### config.mk
export PLATFORM = sky130hd
export DESIGN_NAME = rtp_mag
export DESIGN_NICKNAME = d
export VERILOG_FILES = /design/src/rtp_pkg.sv /design/src/rtp_mag.sv
export SDC_FILE = /design/constraint.sdc
export NUM_CORES = 2
export LEC_CHECK = 0
export BUFFER_PORTS_ARGS = -buffer_cell sky130_fd_sc_hd__buf_2
export CAP_MARGIN = 20
export CORE_MARGIN = 2
export CORE_UTILIZATION = 45
export CTS_CLUSTER_DIAMETER = 150
export DETAILED_ROUTE_END_ITERATION = 8
export SLEW_MARGIN = 10
export SYNTH_ARGS = -nofsm -noshare
export SYNTH_HDL_FRONTEND = slang
export SYNTH_SLANG_ARGS = --single-unit
### constraint.sdc
create_clock -name clk -period 6.7 [get_ports clk]
set_input_delay 0.335 -clock clk [delete_from_list [all_inputs] [get_ports clk]]
set_output_delay 0.335 -clock clk [all_outputs]
set_load 0.01 [all_outputs]
### src/rtp_pkg.sv
// ----------------------------------------------------------------------------
// rtp_pkg
// Shared constants, pipeline types and the CORDIC arctangent table for the
// rectangular to polar converter.
// ----------------------------------------------------------------------------
package rtp_pkg;

  localparam int COORD_WIDTH_DEF = 16;
  localparam int ANGLE_FRAC_DEF  = 7;

  localparam int CORDIC_ITERS = 32;
  localparam int NORM_MSB     = 56;
  localparam int SHIFT_W      = $clog2(NORM_MSB + 1);
  localparam int CW           = 62;
  localparam int ZW           = 42;

  localparam int FRONT_STG = 3;
  localparam int BACK_STG  = 2;
  localparam int NSTG      = FRONT_STG + CORDIC_ITERS + BACK_STG;

  localparam logic [63:0] RAD2DEG_Q25 = 64'd1922527338;

  typedef struct packed {
    logic x_zero;
    logic y_zero;
    logic x_neg;
    logic y_neg;
  } axis_flags_t;

  typedef struct packed {
    logic signed [CW-1:0] x;
    logic signed [CW-1:0] y;
    logic signed [ZW-1:0] z;
    axis_flags_t          flags;
  } cordic_t;

  // one term of the arctangent series: p divided by the k-th odd number
  function automatic logic [63:0] odd_term(input logic [63:0] p, input int k);
    logic [63:0] t;
    case (k)
      0:       t = p / 64'd1;
      1:       t = p / 64'd3;
      2:       t = p / 64'd5;
      3:       t = p / 64'd7;
      4:       t = p / 64'd9;
      5:       t = p / 64'd11;
      6:       t = p / 64'd13;
      7:       t = p / 64'd15;
      8:       t = p / 64'd17;
      9:       t = p / 64'd19;
      10:      t = p / 64'd21;
      11:      t = p / 64'd23;
      12:      t = p / 64'd25;
      13:      t = p / 64'd27;
      14:      t = p / 64'd29;
      15:      t = p / 64'd31;
      16:      t = p / 64'd33;
      17:      t = p / 64'd35;
      18:      t = p / 64'd37;
      19:      t = p / 64'd39;
      20:      t = p / 64'd41;
      21:      t = p / 64'd43;
      22:      t = p / 64'd45;
      23:      t = p / 64'd47;
      24:      t = p / 64'd49;
      25:      t = p / 64'd51;
      26:      t = p / 64'd53;
      27:      t = p / 64'd55;
      28:      t = p / 64'd57;
      29:      t = p / 64'd59;
      default: t = '0;
    endcase
    return t;
  endfunction

  // atan(2^-i) in degrees, Q32
  function automatic logic [63:0] atan_q32(input int i);
    logic [63:0] rad;
    logic [63:0] term;
    int          e;
    int          k;
    rad = '0;
    if (i == 0) begin
      return 64'd45 << 32;
    end
    for (k = 0; k < 30; k++) begin
      e = i * (2 * k + 1);
      if (e <= 60) begin
        term = odd_term(64'd1 << (60 - e), k);
        if (k % 2 == 1) begin
          rad = rad - term;
        end else begin
          rad = rad + term;
        end
      end
    end
    return ((rad >> 26) * RAD2DEG_Q25) >> 27;
  endfunction

endpackage

### src/rtp_mag.sv
// ----------------------------------------------------------------------------
// rtp_mag
// Magnitude path: squares, sum, one root bit per stage, round, delay line.
// ----------------------------------------------------------------------------
module rtp_mag
  import rtp_pkg::*;
#(
  parameter int COORD_WIDTH = COORD_WIDTH_DEF
) (
  input  logic                          clk,
  input  logic [NSTG-1:0]               en,
  input  logic signed [COORD_WIDTH-1:0] x_coord,
  input  logic signed [COORD_WIDTH-1:0] y_coord,
  output logic [COORD_WIDTH-1:0]        magnitude
);

  localparam int W   = COORD_WIDTH;
  localparam int SW  = 2 * W;
  localparam int PAD = NSTG - 3 - W;

  logic [SW-1:0] xsq;
  logic [SW-1:0] ysq;
  logic [SW-1:0] sum;

  always_ff @(posedge clk) begin
    if (en[0]) begin
      xsq <= unsigned'(SW'(x_coord) * SW'(x_coord));
      ysq <= unsigned'(SW'(y_coord) * SW'(y_coord));
    end
    if (en[1]) begin
      sum <= xsq + ysq;
    end
  end

  logic [SW-1:0] root [W];
  logic [SW-1:0] rest [W];

  for (genvar k = 0; k < W; k++) begin : g_root
    localparam logic [SW:0] BIT = (SW+1)'(1) << (SW - 2 - 2 * k);

    logic [SW-1:0] r_in;
    logic [SW-1:0] rest_in;
    logic [SW:0]   trial;

    if (k == 0) begin : g_first
      assign r_in    = '0;
      assign rest_in = sum;
    end else begin : g_next
      assign r_in    = root[k-1];
      assign rest_in = rest[k-1];
    end

    assign trial = {1'b0, r_in} + BIT;

    always_ff @(posedge clk) begin
      if (en[2+k]) begin
        if ({1'b0, rest_in} >= trial) begin
          rest[k] <= rest_in - trial[SW-1:0];
          root[k] <= (r_in >> 1) + BIT[SW-1:0];
        end else begin
          rest[k] <= rest_in;
          root[k] <= r_in >> 1;
        end
      end
    end
  end

  logic [W-1:0] mag_q [PAD+1];

  always_ff @(posedge clk) begin
    if (en[2+W]) begin
      mag_q[0] <= (rest[W-1] > root[W-1]) ? W'(root[W-1] + 1'b1) : W'(root[W-1]);
    end
  end

  for (genvar j = 1; j <= PAD; j++) begin : g_pad
    always_ff @(posedge clk) begin
      if (en[2+W+j]) begin
        mag_q[j] <= mag_q[j-1];
      end
    end
  end

  assign magnitude = mag_q[PAD];

endmodule

# Word level (Yosys, flattened, before mapping)
# Memory sizes are Yosys's and may differ from the RTL's.
# Index checks and enable logic that the tools add are counted.
# word_totals
latch_bits	0
mem_bits_ro	0
reg_bits	96
ram_bits	1328
mem_count	3
# memory_table
memory	depth	word_bits	read_ports	rd_clocked_by_memory_dff	write_ports	line_no	text
rest	16	32	16	0	16	rtp_mag.sv:36	logic [SW-1:0] rest [W];
root	16	32	16	0	16	rtp_mag.sv:35	logic [SW-1:0] root [W];
mag_q	19	16	19	0	19	rtp_mag.sv:68	logic [W-1:0] mag_q [PAD+1];
# classes
n_shift	0
n_div	0
eq_ne	0
magnitude_cmp	17
multipliers	2
mux	167
bitwise	32
add_sub_neg	48
reduce_logical	0
# ops
operator	count
2-to-1 mux 32 bit	32
greater-or-equal comparator 32 x 33 -> 1 bit	15
subtractor 32 bit	15
2-to-1 mux 1 bit	134
multiplier 16 x 16 -> 32 bit	2
adder 32 x 1 -> 33 bit (second input constant)	1
adder 32 x 11 -> 33 bit (second input constant)	1
adder 32 x 13 -> 33 bit (second input constant)	1
adder 32 x 15 -> 33 bit (second input constant)	1
adder 32 x 17 -> 33 bit (second input constant)	1
adder 32 x 19 -> 33 bit (second input constant)	1
adder 32 x 21 -> 33 bit (second input constant)	1
adder 32 x 23 -> 33 bit (second input constant)	1
adder 32 x 25 -> 33 bit (second input constant)	1
adder 32 x 27 -> 33 bit (second input constant)	1
adder 32 x 29 -> 33 bit (second input constant)	1
adder 32 x 3 -> 33 bit (second input constant)	1
adder 32 x 5 -> 33 bit (second input constant)	1
adder 32 x 7 -> 33 bit (second input constant)	1
adder 32 x 9 -> 33 bit (second input constant)	1
adder 31 x 1 -> 32 bit (second input constant)	1
adder 31 x 11 -> 32 bit (second input constant)	1
adder 31 x 13 -> 32 bit (second input constant)	1
adder 31 x 15 -> 32 bit (second input constant)	1
other kinds (18)	49

# Depth between registers and ports, before layout
# An unclocked memory read counts as a cell.
# depth
depth_word	7
mapped_depth	26
ltp_nobuf	24

# Worst setup path before layout
# Ideal clock, no wire load.
# synth_timing
path_type	input to register
from	in y_coord[15]
to	reg ysq[31] (data pin)
required_time_ps	6440
slack_ps	-185
t_arrival_ps	6625
path_stages	23
path_cell_list	clkbuf_1 clkbuf_1 nand2_1 fa_1 inv_1 fa_1 fa_1 fa_1 fa_1 inv_1 fa_1 inv_1 ha_1 clkbuf_1 a21oi_1 o21bai_1 a21oi_1 nor2b_1 a311o_1 a221o_1 a31o_2 a21oi_1 xnor2_1
# synth_between
elab_chain_len	1
# synth_rtl
item	line_no	text
start: declaration	rtp_mag.sv:13	input logic signed [COORD_WIDTH-1:0] y_coord,
multiplier 16 x 16 -> 32 bit	rtp_mag.sv:28	ysq <= unsigned'(SW'(y_coord) * SW'(y_coord));
end signal: assignment	rtp_mag.sv:28	
end: declaration	rtp_mag.sv:22	logic [SW-1:0] ysq;
# Every way passes these cells.
# A chain may end at the register's enable or synchronous reset.

# Worst setup path after layout
# layout_timing
from	in y_coord[6]
to	reg ysq[31] (data pin)
# The elaborated chain is that of the path after synthesis.

==> summary.txt <==
Status
  – Outcome: finished clean

Finish
  – Area Growth Syn to Fin: 11.2%
  – FILL cells: 12000
  – Post-layout util: 50.5%
  – Most common cell after layout, fill and taps aside: edfxtp_1
  – Final Instance Count excl. Fillers: 7196
  – Most frequent cells in the layout: edfxtp_1, inv_1, fa_1
  – Antenna diode count: 0
  – Nets@finish: 6229
  – Share of layout cells above drive strength 1: 7.76%

Worst setup path
  – Worst-path maximum fanout: 11
  – CP Launch Point: y_coord[6]
  – CP most frequent cell: fa_1
  – Worst Path Buf+Inv: 5
  – R2r endpoint: rest[1][122]
  – Reg2reg path depth: 9
  – CP required: 7.12 ns
  – Crit-path max cell delay: 0.55 ns
  – Worst setup path end: ysq[31]
  – RR Startpoint: rest[1][78]
  – CP Depth: 22
  – CP Cell Sequence: buf_2, nand2_1, fa_1, inv_1, fa_1, fa_1, fa_1, fa_1, inv_1, fa_1, inv_1, ha_1, a21o_1, a21o_1, a21oi_1, buf_4, o21ai_0, a311o_1, a221o_1, a31o_2, a21oi_1, xnor2_1
  – Startpoint types: primary input
  – Delay-heaviest family, CP: adder cells
  – Worst EP arrival: 6.39 ns
  – Path type of the worst setup path: primary input to register
  – R2R setup slack: 2.89 ns
  – Slowest cell on crit path: fa_1
  – Crit. End Element: register

Global routing
  – Total Routing Usage GR: 18.0%
  – First-pass GRT wire length: 201000 µm
  – Vias in the first global route: 38100
  – Largest net degree at the start of global routing: 63
  – Initial antenna violation count: 6
  – Grt total ovfl: 0

CTS
  – CTS tree: done
  – Setup Fix Bufs, Post-CTS: 0
  – Root buffer cell: clkbuf_16
  – Clock buffer depth: 3
  – Sink Count: 1046
  – H-tree lvl count: 3
  – CTS Buf Count: 107
  – Latest clock arrival within the worst-skew pair: 0.76 ns
  – Clock-pin transition on the worst setup and hold timing paths: 0.06 ns

Power
  – Worst IR drop on VDD: 1790 µV
  – Pwr dens: 532 nW/µm²
  – Leak Pwr: 29.2 nW
  – Overall power: 37.0 mW

Die
  – Die W: 377 µm
  – Die area: 142000 µm²
  – I/O pins: 86
  – Row cnt: 136
  – Die height: 377 µm
  – Core area: 138000 µm²
  – Initial Util: 45.4%

Hold path
  – Min-Delay Path Class: primary input to register

Timing
  – Setup violators final: 0
  – Max Clock Freq: 0.168 GHz
  – Max-slew violations: 0
  – Clk_skew: 0.0746 ns
  – Setup TNS: 0 ns
  – Minimum clock period: 5.96 ns
  – RSZ-0062 raised after global routing: false
  – Final hold vios: 0
  – Period utilization: 89.0%
  – Worst-Margin Slew: 1.03 ns
  – Slew Limit Headroom: 31.4%

Logic synthesis
  – Seq/Total Area, Yosys: 50.2%
  – Cells after Synth: 5079
  – Ys async rst share: 0%
  – Synth cell types: 85
  – Syn Area/Cell: 12.3 µm²
  – Post-synthesis register bit count: 1046
  – Post-synth net total: 5994
  – EDFF count, synth: 1046
  – Synth Flop Type: edfxtp_1
  – Ys Warns: 0
  – Synthesized cell area: 62500 µm²

Detailed routing
  – Total number of vias: 36400
  – Antenna-violating nets left: 0
  – DR vias/cell: 5.06
  – DRC viols: 0
  – Final WL: 124000 µm
  – DRC marker count from the first detailed-route iteration: 1685
  – Wirelength per Cell: 17.3 µm
  – Drt pass-1 iters: 5

Placement
  – Post-DP HPWL: 98600 µm
  – Final Wtd Congestion: 0.875
  – Placed Instances: 6979
  – Count of buffers from port buffering: 85

Flow run
  – Max_cap viols: 0
where the power goes:
| group | internal [mW] | switching, mW | leakage (nW) | total (mW) |
|---|---|---|---|---|
| Sequential | 9.44 | 0.634 | 10.1 | 10.1 |
| Combinational | 9.47 | 11.5 | 17.4 | 20.9 |
| Clock | 3.42 | 2.54 | 1.71 | 5.96 |
through the flow:
stage	cell area [µm²]	hold slack [ns]	worst slack, ns
after CTS	69500	0.144	0.770
after detailed placement	65800	0.405	0.0390
after floorplan	62600	0.400	0.0118
after global routing	69500	0.158	0.393
after global placement	65800	0.401	0.0583
final	69500	0.193	0.738
Yosys cell counts (9+ instances only):
master	number	area [µm²]
a211oi_1	16	120
a21boi_0	11	82.6
a21o_1	76	571
a21oi_1	159	796
a31o_2	10	87.6
a31oi_1	15	93.8
and2_1	94	588
and3_1	19	119
buf_2	9	45.0
clkbuf_1	87	327
edfxtp_1	1046	31400
fa_1	472	9450
ha_1	373	4670
inv_1	921	3460
mux2_2	11	124
mux2i_1	11	110
nand2_1	349	1310
nand2b_1	47	294
nand3_1	57	285
nand3b_1	14	105
nand4_1	41	257
nand4b_1	10	87.6
nor2_1	219	822
nor2b_1	37	231
nor3_1	105	526
nor4_1	75	469
nor4b_1	20	175
o211ai_1	11	82.6
o21a_1	60	450
o21ai_0	171	856
o21bai_1	12	90.1
o31ai_1	22	165
or2_2	22	138
or3_1	27	169
or4_1	17	128
xnor2_1	214	1870
xor2_1	118	1030
final cells by class:
type	instances	area, µm²	area share [%]
clock inverter	71	827	1.19
sequential	1046	31400	45.2
inverter	923	3460	4.98
clock buffer	126	2750	3.95
multi-input combinational	3009	27300	39.2
tap	1794	2240	3.23
timing repair buffer	227	1560	2.25
registers in the layout (all words and copies together), names as in the netlist:
signal and flops:
rest 512, mag_q 304, root 136, g_root.rest_in 32, xsq 31, ysq 31
cells by family (layout without fill, tap and decap cells):
family                     Yosys count  after routing  synth area share, %
and+or+nand+nor                   1181           1181                 9.58
DFF                               1046           1046                 50.2
buffers and inverters             1024           1347                 6.17
adders and majority gates          845            845                 22.6
AOI/OAI and AO/OA                  623            623                 6.33
xor gates and xnor gates           332            332                 4.65
muxes                               28             28                0.482
worst min-delay path by stage:
stage / start / end / slack [ns] / cells after the start
global placement: mag_q[13][5] / mag_q[14][5] / 0.40 / 0
detailed placement: mag_q[14][1] / mag_q[15][1] / 0.40 / 0
floorplan: mag_q[9][0] / mag_q[10][0] / 0.40 / 0
finish: x_coord[0] / xsq[0] / 0.19 / 2
CTS: x_coord[0] / xsq[0] / 0.14 / 2
global route: x_coord[0] / xsq[0] / 0.16 / 2
metal layers:
| metal | vias up | GRT usage [%] | part of all wire (%) |
|---|---|---|---|
| li1 | 17700 | - | - |
| met1 | 18000 | 21.3 | 40 |
| met2 | 536 | 33.7 | 54 |
| met3 | 198 | 2.59 | 3.5 |
| met4 | 10 | 4.84 | 2.6 |
| met5 | - | 0 | 0.049 |
what timing repair did:
item / in CTS / in global routing
hold buffers: 19 / 0
hold endpoints to repair: 304 / 0
gates resized for setup: 0 / 0
Power figures use the tool's default switching activity.
