### src/rtp_pkg.sv
// ----------------------------------------------------------------------------
// rtp_pkg
// Shared constants, pipeline types and the CORDIC arctangent table for the
// rectangular to polar converter.
// ----------------------------------------------------------------------------
package rtp_pkg;

  localparam int COORD_WIDTH_DEF = 16;
  localparam int ANGLE_FRAC_DEF  = 7;

  localparam int CORDIC_ITERS = 32;
  localparam int NORM_MSB     = 56;
  localparam int SHIFT_W      = $clog2(NORM_MSB + 1);
  localparam int CW           = 62;
  localparam int ZW           = 42;

  localparam int FRONT_STG = 3;
  localparam int BACK_STG  = 2;
  localparam int NSTG      = FRONT_STG + CORDIC_ITERS + BACK_STG;

  localparam logic [63:0] RAD2DEG_Q25 = 64'd1922527338;

  typedef struct packed {
    logic x_zero;
    logic y_zero;
    logic x_neg;
    logic y_neg;
  } axis_flags_t;

  typedef struct packed {
    logic signed [CW-1:0] x;
    logic signed [CW-1:0] y;
    logic signed [ZW-1:0] z;
    axis_flags_t          flags;
  } cordic_t;

  // one term of the arctangent series: p divided by the k-th odd number
  function automatic logic [63:0] odd_term(input logic [63:0] p, input int k);
    logic [63:0] t;
    case (k)
      0:       t = p / 64'd1;
      1:       t = p / 64'd3;
      2:       t = p / 64'd5;
      3:       t = p / 64'd7;
      4:       t = p / 64'd9;
      5:       t = p / 64'd11;
      6:       t = p / 64'd13;
      7:       t = p / 64'd15;
      8:       t = p / 64'd17;
      9:       t = p / 64'd19;
      10:      t = p / 64'd21;
      11:      t = p / 64'd23;
      12:      t = p / 64'd25;
      13:      t = p / 64'd27;
      14:      t = p / 64'd29;
      15:      t = p / 64'd31;
      16:      t = p / 64'd33;
      17:      t = p / 64'd35;
      18:      t = p / 64'd37;
      19:      t = p / 64'd39;
      20:      t = p / 64'd41;
      21:      t = p / 64'd43;
      22:      t = p / 64'd45;
      23:      t = p / 64'd47;
      24:      t = p / 64'd49;
      25:      t = p / 64'd51;
      26:      t = p / 64'd53;
      27:      t = p / 64'd55;
      28:      t = p / 64'd57;
      29:      t = p / 64'd59;
      default: t = '0;
    endcase
    return t;
  endfunction

  // atan(2^-i) in degrees, Q32
  function automatic logic [63:0] atan_q32(input int i);
    logic [63:0] rad;
    logic [63:0] term;
    int          e;
    int          k;
    rad = '0;
    if (i == 0) begin
      return 64'd45 << 32;
    end
    for (k = 0; k < 30; k++) begin
      e = i * (2 * k + 1);
      if (e <= 60) begin
        term = odd_term(64'd1 << (60 - e), k);
        if (k % 2 == 1) begin
          rad = rad - term;
        end else begin
          rad = rad + term;
        end
      end
    end
    return ((rad >> 26) * RAD2DEG_Q25) >> 27;
  endfunction

endpackage

### src/rtp_pipe_ctrl.sv
// ----------------------------------------------------------------------------
// rtp_pipe_ctrl
// Per-stage valid bits and load enables; bubbles collapse, stalls hold.
// ----------------------------------------------------------------------------
module rtp_pipe_ctrl
  import rtp_pkg::*;
(
  input  logic            clk,
  input  logic            rst,
  input  logic            in_valid,
  output logic            in_ready,
  output logic            out_valid,
  input  logic            out_ready,
  output logic [NSTG-1:0] en
);

  logic [NSTG-1:0] vld;

  for (genvar k = 0; k < NSTG; k++) begin : g_en
    assign en[k] = out_ready | ~(&vld[NSTG-1:k]);
  end

  always_ff @(posedge clk) begin
    if (rst) begin
      vld <= '0;
    end else begin
      if (en[0]) begin
        vld[0] <= in_valid;
      end
      for (int k = 1; k < NSTG; k++) begin
        if (en[k]) begin
          vld[k] <= vld[k-1];
        end
      end
    end
  end

  assign in_ready  = en[0];
  assign out_valid = vld[NSTG-1];

endmodule

### config.mk
export PLATFORM = sky130hd
export DESIGN_NAME = rtp_pipe_ctrl
export DESIGN_NICKNAME = d
export VERILOG_FILES = /design/src/rtp_pkg.sv /design/src/rtp_pipe_ctrl.sv
export SDC_FILE = /design/constraint.sdc
export NUM_CORES = 1
export LEC_CHECK = 0
export BUFFER_PORTS_ARGS = -buffer_cell sky130_fd_sc_hd__buf_2
export CAP_MARGIN = 5
export CELL_PAD_IN_SITES_DETAIL_PLACEMENT = 0
export CELL_PAD_IN_SITES_GLOBAL_PLACEMENT = 2
export CORE_ASPECT_RATIO = 1.25
export CORE_UTILIZATION = 32
export CTS_CLUSTER_SIZE = 10
export DETAILED_ROUTE_END_ITERATION = 10
export GPL_ROUTABILITY_DRIVEN = 0
export PLACE_DENSITY_LB_ADDON = 0.1
export SYNTH_ARGS = -nofsm -noshare
export SYNTH_HDL_FRONTEND = slang
export SYNTH_SLANG_ARGS = --single-unit
### constraint.sdc
create_clock -name clk -period 2.6 [get_ports clk]
set_clock_uncertainty 0.05 [all_clocks]
set_input_delay 0.13 -clock clk [delete_from_list [all_inputs] [get_ports clk]]
set_output_delay 0.13 -clock clk [all_outputs]
set_load 0.05 [all_outputs]
* After elaboration in Yosys (flattened, before gate mapping)
Cells that the tools add are included.
** Word-level totals
- Latch bits :: 0
- Register bits :: 37
- ROM bits :: 0
- Memories :: 0
- Bits of input ports :: 4
- RAM bits :: 0
** Cells by class
- $mul :: 0
- $add $sub $neg :: 0
- Shift operators :: 0
- Div/mod/pow operators :: 0
- Equal/unequal tests :: 0
- Reductions and logical operators :: 36
- Order comparisons :: 0
- Bitwise gates (word level) :: 74
- Muxes and demuxes :: 0
** Operator list (number)
- $not A1 Y1 :: 37
- $or A1 B1 Y1 :: 37
- $reduce_and A37 Y1 :: 1
- $reduce_and A36 Y1 :: 1
- $reduce_and A35 Y1 :: 1
- $reduce_and A34 Y1 :: 1
- $reduce_and A33 Y1 :: 1
- $reduce_and A32 Y1 :: 1
- $reduce_and A31 Y1 :: 1
- $reduce_and A30 Y1 :: 1
- $reduce_and A29 Y1 :: 1
- $reduce_and A28 Y1 :: 1
- $reduce_and A27 Y1 :: 1
- $reduce_and A26 Y1 :: 1
- $reduce_and A25 Y1 :: 1
- $reduce_and A24 Y1 :: 1
- $reduce_and A23 Y1 :: 1
- $reduce_and A22 Y1 :: 1
- $reduce_and A21 Y1 :: 1
- $reduce_and A20 Y1 :: 1
- $reduce_and A19 Y1 :: 1
- $reduce_and A18 Y1 :: 1
- $reduce_and A17 Y1 :: 1
- $reduce_and A16 Y1 :: 1
- 14 further kinds :: 14

* Longest topological paths before layout
Gate-level depths: netlist of run 1.
- Word-level depth :: 3
- Depth in mapped cells :: 8

* Least setup slack after synthesis of run 1
OpenSTA, ideal clock, no wires.
- Path kind :: register -> output
- Start point :: reg vld[36]
- End point :: out en[0]
- Data required time :: 2.420 ns
- Slack :: -0.069 ns
- Arrival time :: 2.489 ns
- Stages on the path, launching flop included :: 9
- Cell sequence :: dfxtp_1 > nand2b_4 > nor2_4 > inv_2 > nor2_1 > and4_4 > buf_8 > nand3_1 > buf_4
** On the way
- Longest elaborated chain between the ends :: 3
** Ends and longest elaborated chain
- from (decl) :: line rtp_pipe_ctrl.sv:17 : logic [NSTG-1:0] vld;
- from (signal, indexed assignment) :: line rtp_pipe_ctrl.sv:32 : vld[k] <= vld[k-1];
- $reduce_and A37 Y1 :: line rtp_pipe_ctrl.sv:20 : assign en[k] = out_ready | ~(&vld[NSTG-1:k]);
- $not A1 Y1 :: line rtp_pipe_ctrl.sv:20
- $or A1 B1 Y1 :: line rtp_pipe_ctrl.sv:20
- to (decl) :: line rtp_pipe_ctrl.sv:14 : output logic [NSTG-1:0] en
Every way passes these cells.

* Worst setup path in the final report of run 1
- Start point :: reg vld[36]
- End point :: out in_ready
** On the way
- Longest elaborated chain between the ends :: 3
** Ends and longest elaborated chain
- $reduce_and A37 Y1 :: line rtp_pipe_ctrl.sv:20
- $not A1 Y1 :: line rtp_pipe_ctrl.sv:20
- $or A1 B1 Y1 :: line rtp_pipe_ctrl.sv:20
- to (decl) :: line rtp_pipe_ctrl.sv:11 : output logic in_ready,
Every way passes these cells.

==> results of run 1 <==
==> worst min-delay path, delay by kind of cell <==
kind / cells / cell delay, ns
simple gates: 1 / 0.13
buf+inv: 1 / 0.07
compound gates: 1 / 0.06
==> report_power, final <==
part | leakage [nW] | switching, mW | internal [mW]
clock network | 0.0443 | 0.190 | 0.210
registers | 0.299 | 0.00208 | 0.569
logic | 0.399 | 0.0126 | 0.00533
total | 0.742 | 0.204 | 0.785
==> cell usage after synthesis (2+ instances only) <==
library cell,number
sky130_fd_sc_hd__nor3_2,2
sky130_fd_sc_hd__clkbuf_1,4
sky130_fd_sc_hd__and3_1,6
sky130_fd_sc_hd__a22o_1,3
sky130_fd_sc_hd__nand3_1,15
sky130_fd_sc_hd__nand4_1,12
sky130_fd_sc_hd__a41oi_1,3
sky130_fd_sc_hd__nor2_1,18
sky130_fd_sc_hd__buf_4,3
sky130_fd_sc_hd__and2_1,2
sky130_fd_sc_hd__inv_1,21
sky130_fd_sc_hd__nand2_1,19
sky130_fd_sc_hd__dfxtp_1,37
sky130_fd_sc_hd__or3_4,2
sky130_fd_sc_hd__a21oi_1,22
==> logic make-up (layout without fill, tap and decap cells) <==
logic type,Yosys count,count (layout),share of synthesized area [%]
and+or+nand+nor,87,87,31.7
buffers and inverters,33,76,9.04
DFF,37,37,44.6
AOI/OAI and AO/OA,35,35,14.7
==> per-stage QoR <==
stage | std cells | utilization, % | cell area [µm²] | hold slack, ns
after global routing | 295 | 41.2 | 2010 | 0.115
after floorplan | 192 | - | 1660 | 0.189
after global placement | 287 | 39.2 | 1910 | 0.299
after CTS | 295 | 41.2 | 2010 | 0.0972
final | 295 | 41.2 | 2010 | 0.111
after detailed placement | 287 | 39.2 | 1910 | 0.300
==> how the worst max path moves through the flow <==
stage | from | end | slack, ns | depth (start not counted)
2_1_floorplan | vld[36]$_SDFFE_PP0P_ | en[0] | 0.15 | 8
3_3_place_gp | vld[27]$_SDFFE_PP0P_ | en[5] | 0.65 | 6
3_5_place_dp | vld[36]$_SDFFE_PP0P_ | in_ready | 0.61 | 7
4_1_cts | vld[36]$_SDFFE_PP0P_ | in_ready | 0.30 | 7
5_1_grt | vld[27]$_SDFFE_PP0P_ | en[5] | 0.18 | 6
6_report | vld[36]$_SDFFE_PP0P_ | in_ready | 0.33 | 7
==> metal layers <==
| metal | vias up | track usage (%) | wire length, µm | part of all wire (%) |
|---|---|---|---|---|
| met4 | 0 | 5.11 | 41 | 1.0 |
| met2 | 31 | 26.8 | 1910 | 49 |
| li1 | 747 | - | - | - |
| met1 | 700 | 18.4 | 1790 | 46 |
| met5 | - | 0 | 0 | 0 |
| met3 | 4 | 4.40 | 173 | 4.4 |
==> layout make-up <==
type	count	area [µm²]
Inverter	23	88.8
Clock buffer	7	86.3
Fill cell	525	2860
Timing Repair Buffer	46	243
Multi-Input combinational cell	122	771
Tap cell	60	75.1
Sequential cell	37	742
==> results.json, run 1 <==
{
  "result_of_the_run": "completed",
  "biggestRegsByFlops": "vld: 37 flops",
  "arrival_ns": 2.09,
  "final.min_clock_period_ns": 2.27,
  "io-pin-count": 43,
  "final_cell_mix": "sky130_fd_sc_hd__buf_2, sky130_fd_sc_hd__dfxtp_1, sky130_fd_sc_hd__a21oi_1, sky130_fd_sc_hd__inv_1, sky130_fd_sc_hd__nand2_1",
  "crit_path_max_incr_delay_ns": 0.43,
  "worst_slew_pin_slew_ns": 0.636,
  "worst_ir_drop_vdd_mv": 0.270,
  "worst_r2r_endpoint": "vld[4]$_SDFFE_PP0P_",
  "timing.max_slew.rel_slack_pct": 57.6,
  "registers.top_by_ff_count": "vld",
  "dieArea_um2": 5490,
  "synth-edff-count": 0,
  "netlist-cell-type-count": 38,
  "synthToLayoutAreaGrowth_pct": 20.7,
  "core-area_um2": 4870,
  "numPortBuffers": 42,
  "site_rows": 28,
  "detailed_route_drc_error_count": 0,
  "post-cts-setup-buffers": 0,
  "routedWlPerCell_um": 13.2,
  "postSynthNetCount": 196,
  "pin_count_of_the_biggest_net_entering_global_routing": 33,
  "die_h_um": 82.6,
  "hold-path-cell-count": 3,
  "yosysSeqAreaShare_pct": 44.6,
  "post_cts_hold_buffer_count": 1,
  "synth_area_per_cell_um2": 8.65,
  "tns_ns": 0,
  "min-delay-start": "out_ready",
  "cts.clk_slew.worst_paths_ns": 0.06,
  "antenna_cells": 0,
  "worst_skew_pair.late_latency_ns": 0.28,
  "setup_violations": 0,
  "yosys.area.top_type": "sky130_fd_sc_hd__dfxtp_1",
  "deepest_clock_path_buffer_count": 2,
  "layout_setup_ws_ns": 0.331,
  "power_per_cell_area_nw_per_um2": 493,
  "detail_route.wirelength_um": 3910,
  "yosys_register_bits": 37,
  "h_tree_levels": 2,
  "initial_utilization_pct": 34.1,
  "maxClockFrequency_mhz": 441,
  "syn_inst": 192,
  "critPathBufInv": 2,
  "via_count_of_the_first_global_routing_pass": 1349,
  "final.period_utilization_pct": 87.3,
  "r2r-start": "vld[36]$_SDFFE_PP0P_",
  "finalHoldViolCount": 0,
  "ant_nets": 0,
  "slowest_stage": "sky130_fd_sc_hd__and4_4",
  "grt_remaining_overflow": 0,
  "number_of_antenna_violations_at_the_first_check_in_global_routing": 0,
  "setup_repair_after_global_routing_missed_its_margin": "no",
  "max_ffs_per_register": 37,
  "critical_path.top_delay_family": "simple AND/OR/NAND/NOR gates",
  "drv.max_cap_violation_count": 0,
  "synth-warning-count": 0,
  "async_flop_share_pct": 0,
  "synth_area_um2": 1660,
  "viasPerCell": 5.02,
  "clock_tree.root_cell": "sky130_fd_sc_hd__clkbuf_8",
  "grt_pass1_wl_um": 6410,
  "crit_path_start_kind": "flip-flop",
  "clock_sinks": 37,
  "globalRouteTotalUtil_pct": 15.6,
  "setup.worst_path.end_class": "primary output",
  "worst_setup_path_type": "flip-flop to primary output",
  "worstHoldEndpoint": "vld[36]$_SDFFE_PP0P_",
  "final_common_cell": "sky130_fd_sc_hd__buf_2",
  "route.vias.total": 1482,
  "dr.pass1.iters": 4,
  "initialDrtViolationCount": 43,
  "static-leakage-power_nw": 0.742,
  "synthTopCellsByArea": "sky130_fd_sc_hd__dfxtp_1, sky130_fd_sc_hd__a21oi_1, sky130_fd_sc_hd__inv_1, sky130_fd_sc_hd__nand3_1, sky130_fd_sc_hd__nand4_1",
  "worst-r2r-cell-count": 7,
  "tritoncts": "built",
  "cts_resized": 0,
  "pre_cts_slack_ns": 0.612,
  "cts-buffers-inserted": 5,
  "post-dp-hpwl_um": 2850,
  "final_layout_size_suffix_gt1_share_pct": 29.4,
  "timing.critical_path.cells": "nand2b_4 -> nor2_4 -> inv_2 -> nor2_1 -> and4_4 -> nand3_1 -> buf_2",
  "finish.net_count": 239,
  "yosysTopAreaCellShare_pct": 44.6,
  "required_ns": 2.42,
  "total_power_uw": 989,
  "critPathMaxFanout": 10,
  "rrSetupSlack_ns": 0.65,
  "die_width_um": 66.5,
  "postSynth.topFlopCell": "sky130_fd_sc_hd__dfxtp_1",
  "worst_hold_path_type": "input port to flip-flop",
  "report.final.slew_viol_count": 0
}
Note: power is estimated with default switching activity, not from simulation.
==> inputs of run 2 (changes only) <==
ABC_AREA = 1   (was unset)
BUFFER_PORTS_ARGS = -buffer_cell sky130_fd_sc_hd__clkbuf_2   (was -buffer_cell sky130_fd_sc_hd__buf_2)
==> run 2 against run 1 <==
  * Sequential share of layout area down 7.5 points
  * Largest power group unchanged
  * Register-to-register slack better by 0.42 ns
  * Final area grew 25%
  * Die area grew 26%
==> results.json, run 2 <==
{
  "synth_area_um2": 2100,
  "power_per_cell_area_nw_per_um2": 445,
  "via_count_of_the_first_global_routing_pass": 1891,
  "final.min_clock_period_ns": 2.00,
  "critPathMaxFanout": 5,
  "detail_route.wirelength_um": 5750,
  "report.final.slew_viol_count": 0,
  "h_tree_levels": 2,
  "maxClockFrequency_mhz": 500,
  "yosysTopAreaCellShare_pct": 35.3,
  "core-area_um2": 6250,
  "ant_nets": 0,
  "yosys_register_bits": 37,
  "net_switching_component_of_the_power_uw": 232,
  "numPortBuffers": 42,
  "clkPwrFrac_pct": 47.2,
  "setup.worst_path.end_class": "primary output",
  "arrival_ns": 1.82,
  "worst_setup_path_type": "flip-flop to primary output",
  "p_seq_share_pct": 51.1,
  "synth_area_per_cell_um2": 6.78,
  "post-dp-hpwl_um": 4630,
  "yosys.area.top_type": "sky130_fd_sc_hd__dfxtp_1",
  "layout.core_utilization_pct": 40.2,
  "synthToLayoutAreaGrowth_pct": 19.5,
  "async_flop_share_pct": 0,
  "grt_remaining_overflow": 0,
  "cts-buffers-inserted": 5,
  "worst_skew_pair.late_latency_ns": 0.29,
  "viasPerCell": 4.43,
  "route.vias.total": 1950,
  "max_ffs_per_register": 37,
  "detailed_route_drc_error_count": 0,
  "postSynth.topFlopCell": "sky130_fd_sc_hd__dfxtp_1",
  "tritoncts": "built",
  "site_rows": 32,
  "cts_resized": 0,
  "post-cts-setup-buffers": 0,
  "nFillCells": 718,
  "synth-edff-count": 0,
  "die_h_um": 92.6,
  "initialDrtViolationCount": 65,
  "worst_hold_path_type": "input port to flip-flop",
  "holdWs_ns": 0.00809,
  "clock_tree.root_cell": "sky130_fd_sc_hd__clkbuf_8",
  "dieArea_um2": 6900,
  "synth_most_common_cell": "sky130_fd_sc_hd__nand2_1",
  "p_sw_share_pct": 20.8,
  "finalHoldViolCount": 0,
  "synthTopCellsByCount": "sky130_fd_sc_hd__nand2_1, sky130_fd_sc_hd__inv_1, sky130_fd_sc_hd__nor2_1",
  "timing.max_slew.rel_slack_pct": 43.7,
  "power.internal_uw": 885,
  "drv.max_cap_violation_count": 0,
  "worst_slew_pin_slew_ns": 0.845,
  "initial_utilization_pct": 33.6,
  "postSynthNetCount": 314,
  "cts.clk_slew.worst_paths_ns": 0.07,
  "clock_sinks": 37,
  "placed_cell_area_um2": 2390,
  "pwr-share-comb_pct": 1.7,
  "number_of_antenna_violations_at_the_first_check_in_global_routing": 0,
  "post_cts_hold_buffer_count": 0,
  "globalRouteTotalUtil_pct": 18.4,
  "routedWlPerCell_um": 13.1,
  "syn_inst": 310,
  "biggestRegsByFlops": "vld: 37 flops",
  "io-pin-count": 43,
  "dr.pass1.iters": 4,
  "required_ns": 2.42,
  "deepest_clock_path_buffer_count": 2,
  "grt_pass1_wl_um": 9410,
  "pin_count_of_the_biggest_net_entering_global_routing": 38,
  "setup_violations": 0,
  "die_width_um": 74.5,
  "antenna_cells": 0,
  "final_layout_size_suffix_gt1_share_pct": 24.8,
  "final.period_utilization_pct": 76.9,
  "synth-warning-count": 0,
  "final_cell_mix": "sky130_fd_sc_hd__nand2_1, sky130_fd_sc_hd__inv_1, sky130_fd_sc_hd__nor2_1, sky130_fd_sc_hd__clkbuf_2, sky130_fd_sc_hd__dfxtp_1",
  "result_of_the_run": "completed",
  "synthTopCellsByArea": "sky130_fd_sc_hd__dfxtp_1, sky130_fd_sc_hd__nand2_1, sky130_fd_sc_hd__inv_1, sky130_fd_sc_hd__nor2_1, sky130_fd_sc_hd__a21oi_1",
  "yosysSeqAreaShare_pct": 35.3,
  "tns_ns": 0,
  "static-leakage-power_nw": 1.15,
  "registers.top_by_ff_count": "vld",
  "worst_ir_drop_vdd_mv": 0.213,
  "crit_path_start_kind": "flip-flop",
  "netlist-cell-type-count": 24,
  "setup_repair_after_global_routing_missed_its_margin": "no",
  "final_common_cell": "sky130_fd_sc_hd__nand2_1",
  "finish.net_count": 358,
  "final_cell_area_um2": 2510
}
## run 2: logic make-up (layout without fill, tap and decap cells)
kind of cell | after synthesis | in the layout | synth area share [%]
and+or+nand+nor | 166 | 166 | 42.8
buffers and inverters | 74 | 119 | 13.4
DFF | 37 | 37 | 35.3
AOI/OAI and AO/OA | 33 | 33 | 8.58
## run 2: worst paths after layout
check                   endpoint                  from  slack [ns]  cells past startpoint
max                        en[4]  vld[27]$_SDFFE_PP0P_        0.60                      8
max reg2reg  vld[6]$_SDFFE_PP0P_  vld[19]$_SDFFE_PP0P_        1.07                      6
min reg2reg  vld[3]$_SDFFE_PP0P_   vld[2]$_SDFFE_PP0P_        0.41                      2
min          vld[0]$_SDFFE_PP0P_              in_valid       0.008                      3
## run 2: worst max-delay path: stages (launching register included)
cell and delay [ns]:
sky130_fd_sc_hd__dfxtp_1 0.38, sky130_fd_sc_hd__nand2_1 0.12, sky130_fd_sc_hd__nor2_1 0.19, sky130_fd_sc_hd__nand2_1 0.17, sky130_fd_sc_hd__nor2_8 0.20, sky130_fd_sc_hd__nand2_4 0.08, sky130_fd_sc_hd__inv_2 0.06, sky130_fd_sc_hd__nand4_1 0.07
sky130_fd_sc_hd__clkbuf_2 0.26
## run 2: power groups by stage
stage	combinational [mW]	clock (mW)	sequential [mW]
floorplan	0.0125	0	0.583
global placement	0.0196	0	0.584
detailed placement	0.0199	0	0.584
CTS	0.0199	0.543	0.571
global route	0.0215	0.566	0.571
finish	0.0189	0.527	0.571
## run 2: metal layers
metal  global-route usage [%]  vias up  part of all wire, %
li1                         -     1025                    -
met1                     21.4      885                   43
met2                     34.0       36                   53
met3                     3.05        4                  3.4
met4                     4.25        0                 0.82
met5                        0        -                    0
## run 2: cell type report
| cell class | count | area, µm² | share of cell area, % |
|---|---|---|---|
| Clock buffer | 7 | 86.3 | 3.44 |
| Clock inverter | 1 | 30.0 | 1.20 |
| Sequential cell | 37 | 741 | 29.5 |
| Timing Repair Buffer | 42 | 210 | 8.37 |
| Tap cell | 85 | 106 | 4.24 |
| Inverter | 69 | 259 | 10.3 |
| Multi-Input combinational cell | 199 | 1080 | 42.9 |
## run 2: metrics by stage
step / instances / setup WS [ns] / power (mW)
2_1_floorplan: 310 / 0.144 / 0.596
3_3_place_gp: 432 / 0.898 / 0.604
3_5_place_dp: 432 / 0.888 / 0.604
4_1_cts: 440 / 0.566 / 1.13
5_1_grt: 440 / 0.405 / 1.16
6_report: 440 / 0.601 / 1.12
==> inputs of run 3 (changes only) <==
CORE_UTILIZATION = 26   (was 32)
clock period = 1.6 ns   (was 2.6 ns; I/O delays follow)
==> run 3 against run 2 <==
  * The flow now finishes with violations (setup timing)
  * Power increased by 46%
  * Wire length increased by 24%
  * Critical path depth decreased by 3
  * Cell count increased by 19%
  * Sequential power increased by 60%
  * Critical endpoint is now en[7]
  * Largest cell class unchanged
==> results.json, run 3 (same netlist as run 2, synthesis figures left out) <==
{
  "route.vias.total": 2265,
  "h_tree_levels": 2,
  "grt_remaining_overflow": 0,
  "violations_in_the_final_reports": "setup timing",
  "report.final.slew_viol_count": 0,
  "net_switching_component_of_the_power_uw": 368,
  "cts.clk_slew.worst_paths_ns": 0.07,
  "worst_ir_drop_vdd_mv": 0.299,
  "worst_skew_pair.late_latency_ns": 0.29,
  "top_usage_layer": "met2",
  "placed_cell_area_um2": 2790,
  "grt_use_met2_pct": 35.0,
  "numPortBuffers": 42,
  "arrival_ns": 1.64,
  "final_cell_area_um2": 3920,
  "detail_route.wirelength_um": 7150,
  "drv.max_cap_violation_count": 0,
  "globalRouteTotalUtil_pct": 18.1,
  "final.min_clock_period_ns": 1.77,
  "initialDrtViolationCount": 29,
  "deepest_clock_path_buffer_count": 2,
  "tritoncts": "built",
  "clock_tree.root_cell": "sky130_fd_sc_hd__clkbuf_8",
  "clkPwrFrac_pct": 41.4,
  "grt_pass1_wl_um": 11000,
  "routedWlPerCell_um": 13.7,
  "dieArea_um2": 8450,
  "io-pin-count": 43,
  "final.period_utilization_pct": 111,
  "p_seq_share_pct": 56.0,
  "timing.max_slew.rel_slack_pct": 69.7,
  "site_rows": 36,
  "viasPerCell": 4.34,
  "worst_hold_path_type": "input port to flip-flop",
  "result_of_the_run": "finished with violations",
  "core-area_um2": 7790,
  "worst_slew_pin_slew_ns": 0.455,
  "finish.net_count": 431,
  "clock_sinks": 37,
  "worst_setup_path_type": "flip-flop to primary output",
  "setup_repair_after_global_routing_missed_its_margin": "yes",
  "holdWs_ns": 0.214,
  "number_of_antenna_violations_at_the_first_check_in_global_routing": 0,
  "required_ns": 1.47,
  "power_per_cell_area_nw_per_um2": 418,
  "finalHoldViolCount": 0,
  "setup.worst_path.end_class": "primary output",
  "final_common_cell": "sky130_fd_sc_hd__inv_1",
  "final_cell_mix": "sky130_fd_sc_hd__inv_1, sky130_fd_sc_hd__nand2_1, sky130_fd_sc_hd__buf_4, sky130_fd_sc_hd__nor2_1, sky130_fd_sc_hd__a21oi_1",
  "gr-usage-met1_pct": 19.3,
  "via_count_of_the_first_global_routing_pass": 2283,
  "antenna_cells": 0,
  "synthToLayoutAreaGrowth_pct": 86.4,
  "critPathMaxFanout": 7,
  "globalRouteMet3Util_pct": 2.65,
  "maxClockFrequency_mhz": 564,
  "ant_nets": 0,
  "initial_utilization_pct": 27.0,
  "die_width_um": 82.4,
  "detailed_route_drc_error_count": 0,
  "layout_setup_ws_ns": -0.173,
  "cts-buffers-inserted": 5,
  "die_h_um": 103,
  "dr.pass1.iters": 4,
  "max_ffs_per_register": 37,
  "biggestRegsByFlops": "vld: 37 flops",
  "power.internal_mw": 1.27,
  "setup_violations": 29,
  "layout.core_utilization_pct": 50.3,
  "crit_path_start_kind": "flip-flop",
  "post-dp-hpwl_um": 5280,
  "final_layout_size_suffix_gt1_share_pct": 54.3,
  "pwr-share-comb_pct": 2.6,
  "p_sw_share_pct": 22.5,
  "registers.top_by_ff_count": "vld",
  "static-leakage-power_nw": 1.97,
  "pin_count_of_the_biggest_net_entering_global_routing": 21
}
[run 3: worst paths after layout]
check                                     startpoint                    to  slack [ns]  cells after the start
worst max-delay path            vld[30]$_SDFFE_PP0P_                 en[7]       -0.17                      5
worst min-delay path                             rst  vld[32]$_SDFFE_PP0P_        0.21                      2
worst max register to register  vld[30]$_SDFFE_PP0P_   vld[7]$_SDFFE_PP0P_        0.06                      6
worst min register to register  vld[17]$_SDFFE_PP0P_  vld[18]$_SDFFE_PP0P_        0.41                      2
[run 3: area by class of cell]
cell class              count  area [µm²]
repair buffers            115        1220
clock buffers               7        86.3
multi-input cells         199        1440
fillers                   804        3880
flip-flops and latches     37         782
inverters                  69         277
well taps                  95         119
[run 3: power groups by stage]
stage,clock network (mW),registers (mW),logic [mW]
global placement,0,0.947,0.0404
floorplan,0,0.946,0.0204
detailed placement,0,0.947,0.0399
global route,0.735,0.915,0.0471
finish,0.678,0.915,0.0428
CTS,0.711,0.923,0.0424
[run 3: layer usage]
metal / up-vias / part of all wire (%)
met3: 10 / 2.1
met2: 33 / 56
met5: - / 0
met4: 0 / 1.8
met1: 1045 / 40
li1: 1177 / -
[run 3: timing repair]
item,CTS,global route
hold buffers,1,0
gates resized for setup,120,93
endpoints found under the setup margin,32,36
pin swaps,18,22
setup buffers,19,24
hold endpoints to repair,1,0
[run 3: worst max-delay path, stage by stage, from the launching register on]
cell and delay [ns]:
sky130_fd_sc_hd__dfxtp_2 0.36, sky130_fd_sc_hd__buf_4 0.14, sky130_fd_sc_hd__nand4_1 0.19, sky130_fd_sc_hd__nor2_8 0.28
sky130_fd_sc_hd__nand4_1 0.19, sky130_fd_sc_hd__buf_8 0.20
[run 3: per-stage QoR]
stage	TNS, ns	power, mW	std cells	setup WS, ns
CTS	-3.81	1.68	502	-0.217
floorplan	-2.33	0.967	310	-0.370
detailed placement	-0.264	0.987	475	-0.0595
global placement	-0.142	0.988	475	-0.0335
global route	-4.91	1.70	522	-0.264
finish	-2.69	1.64	522	-0.173
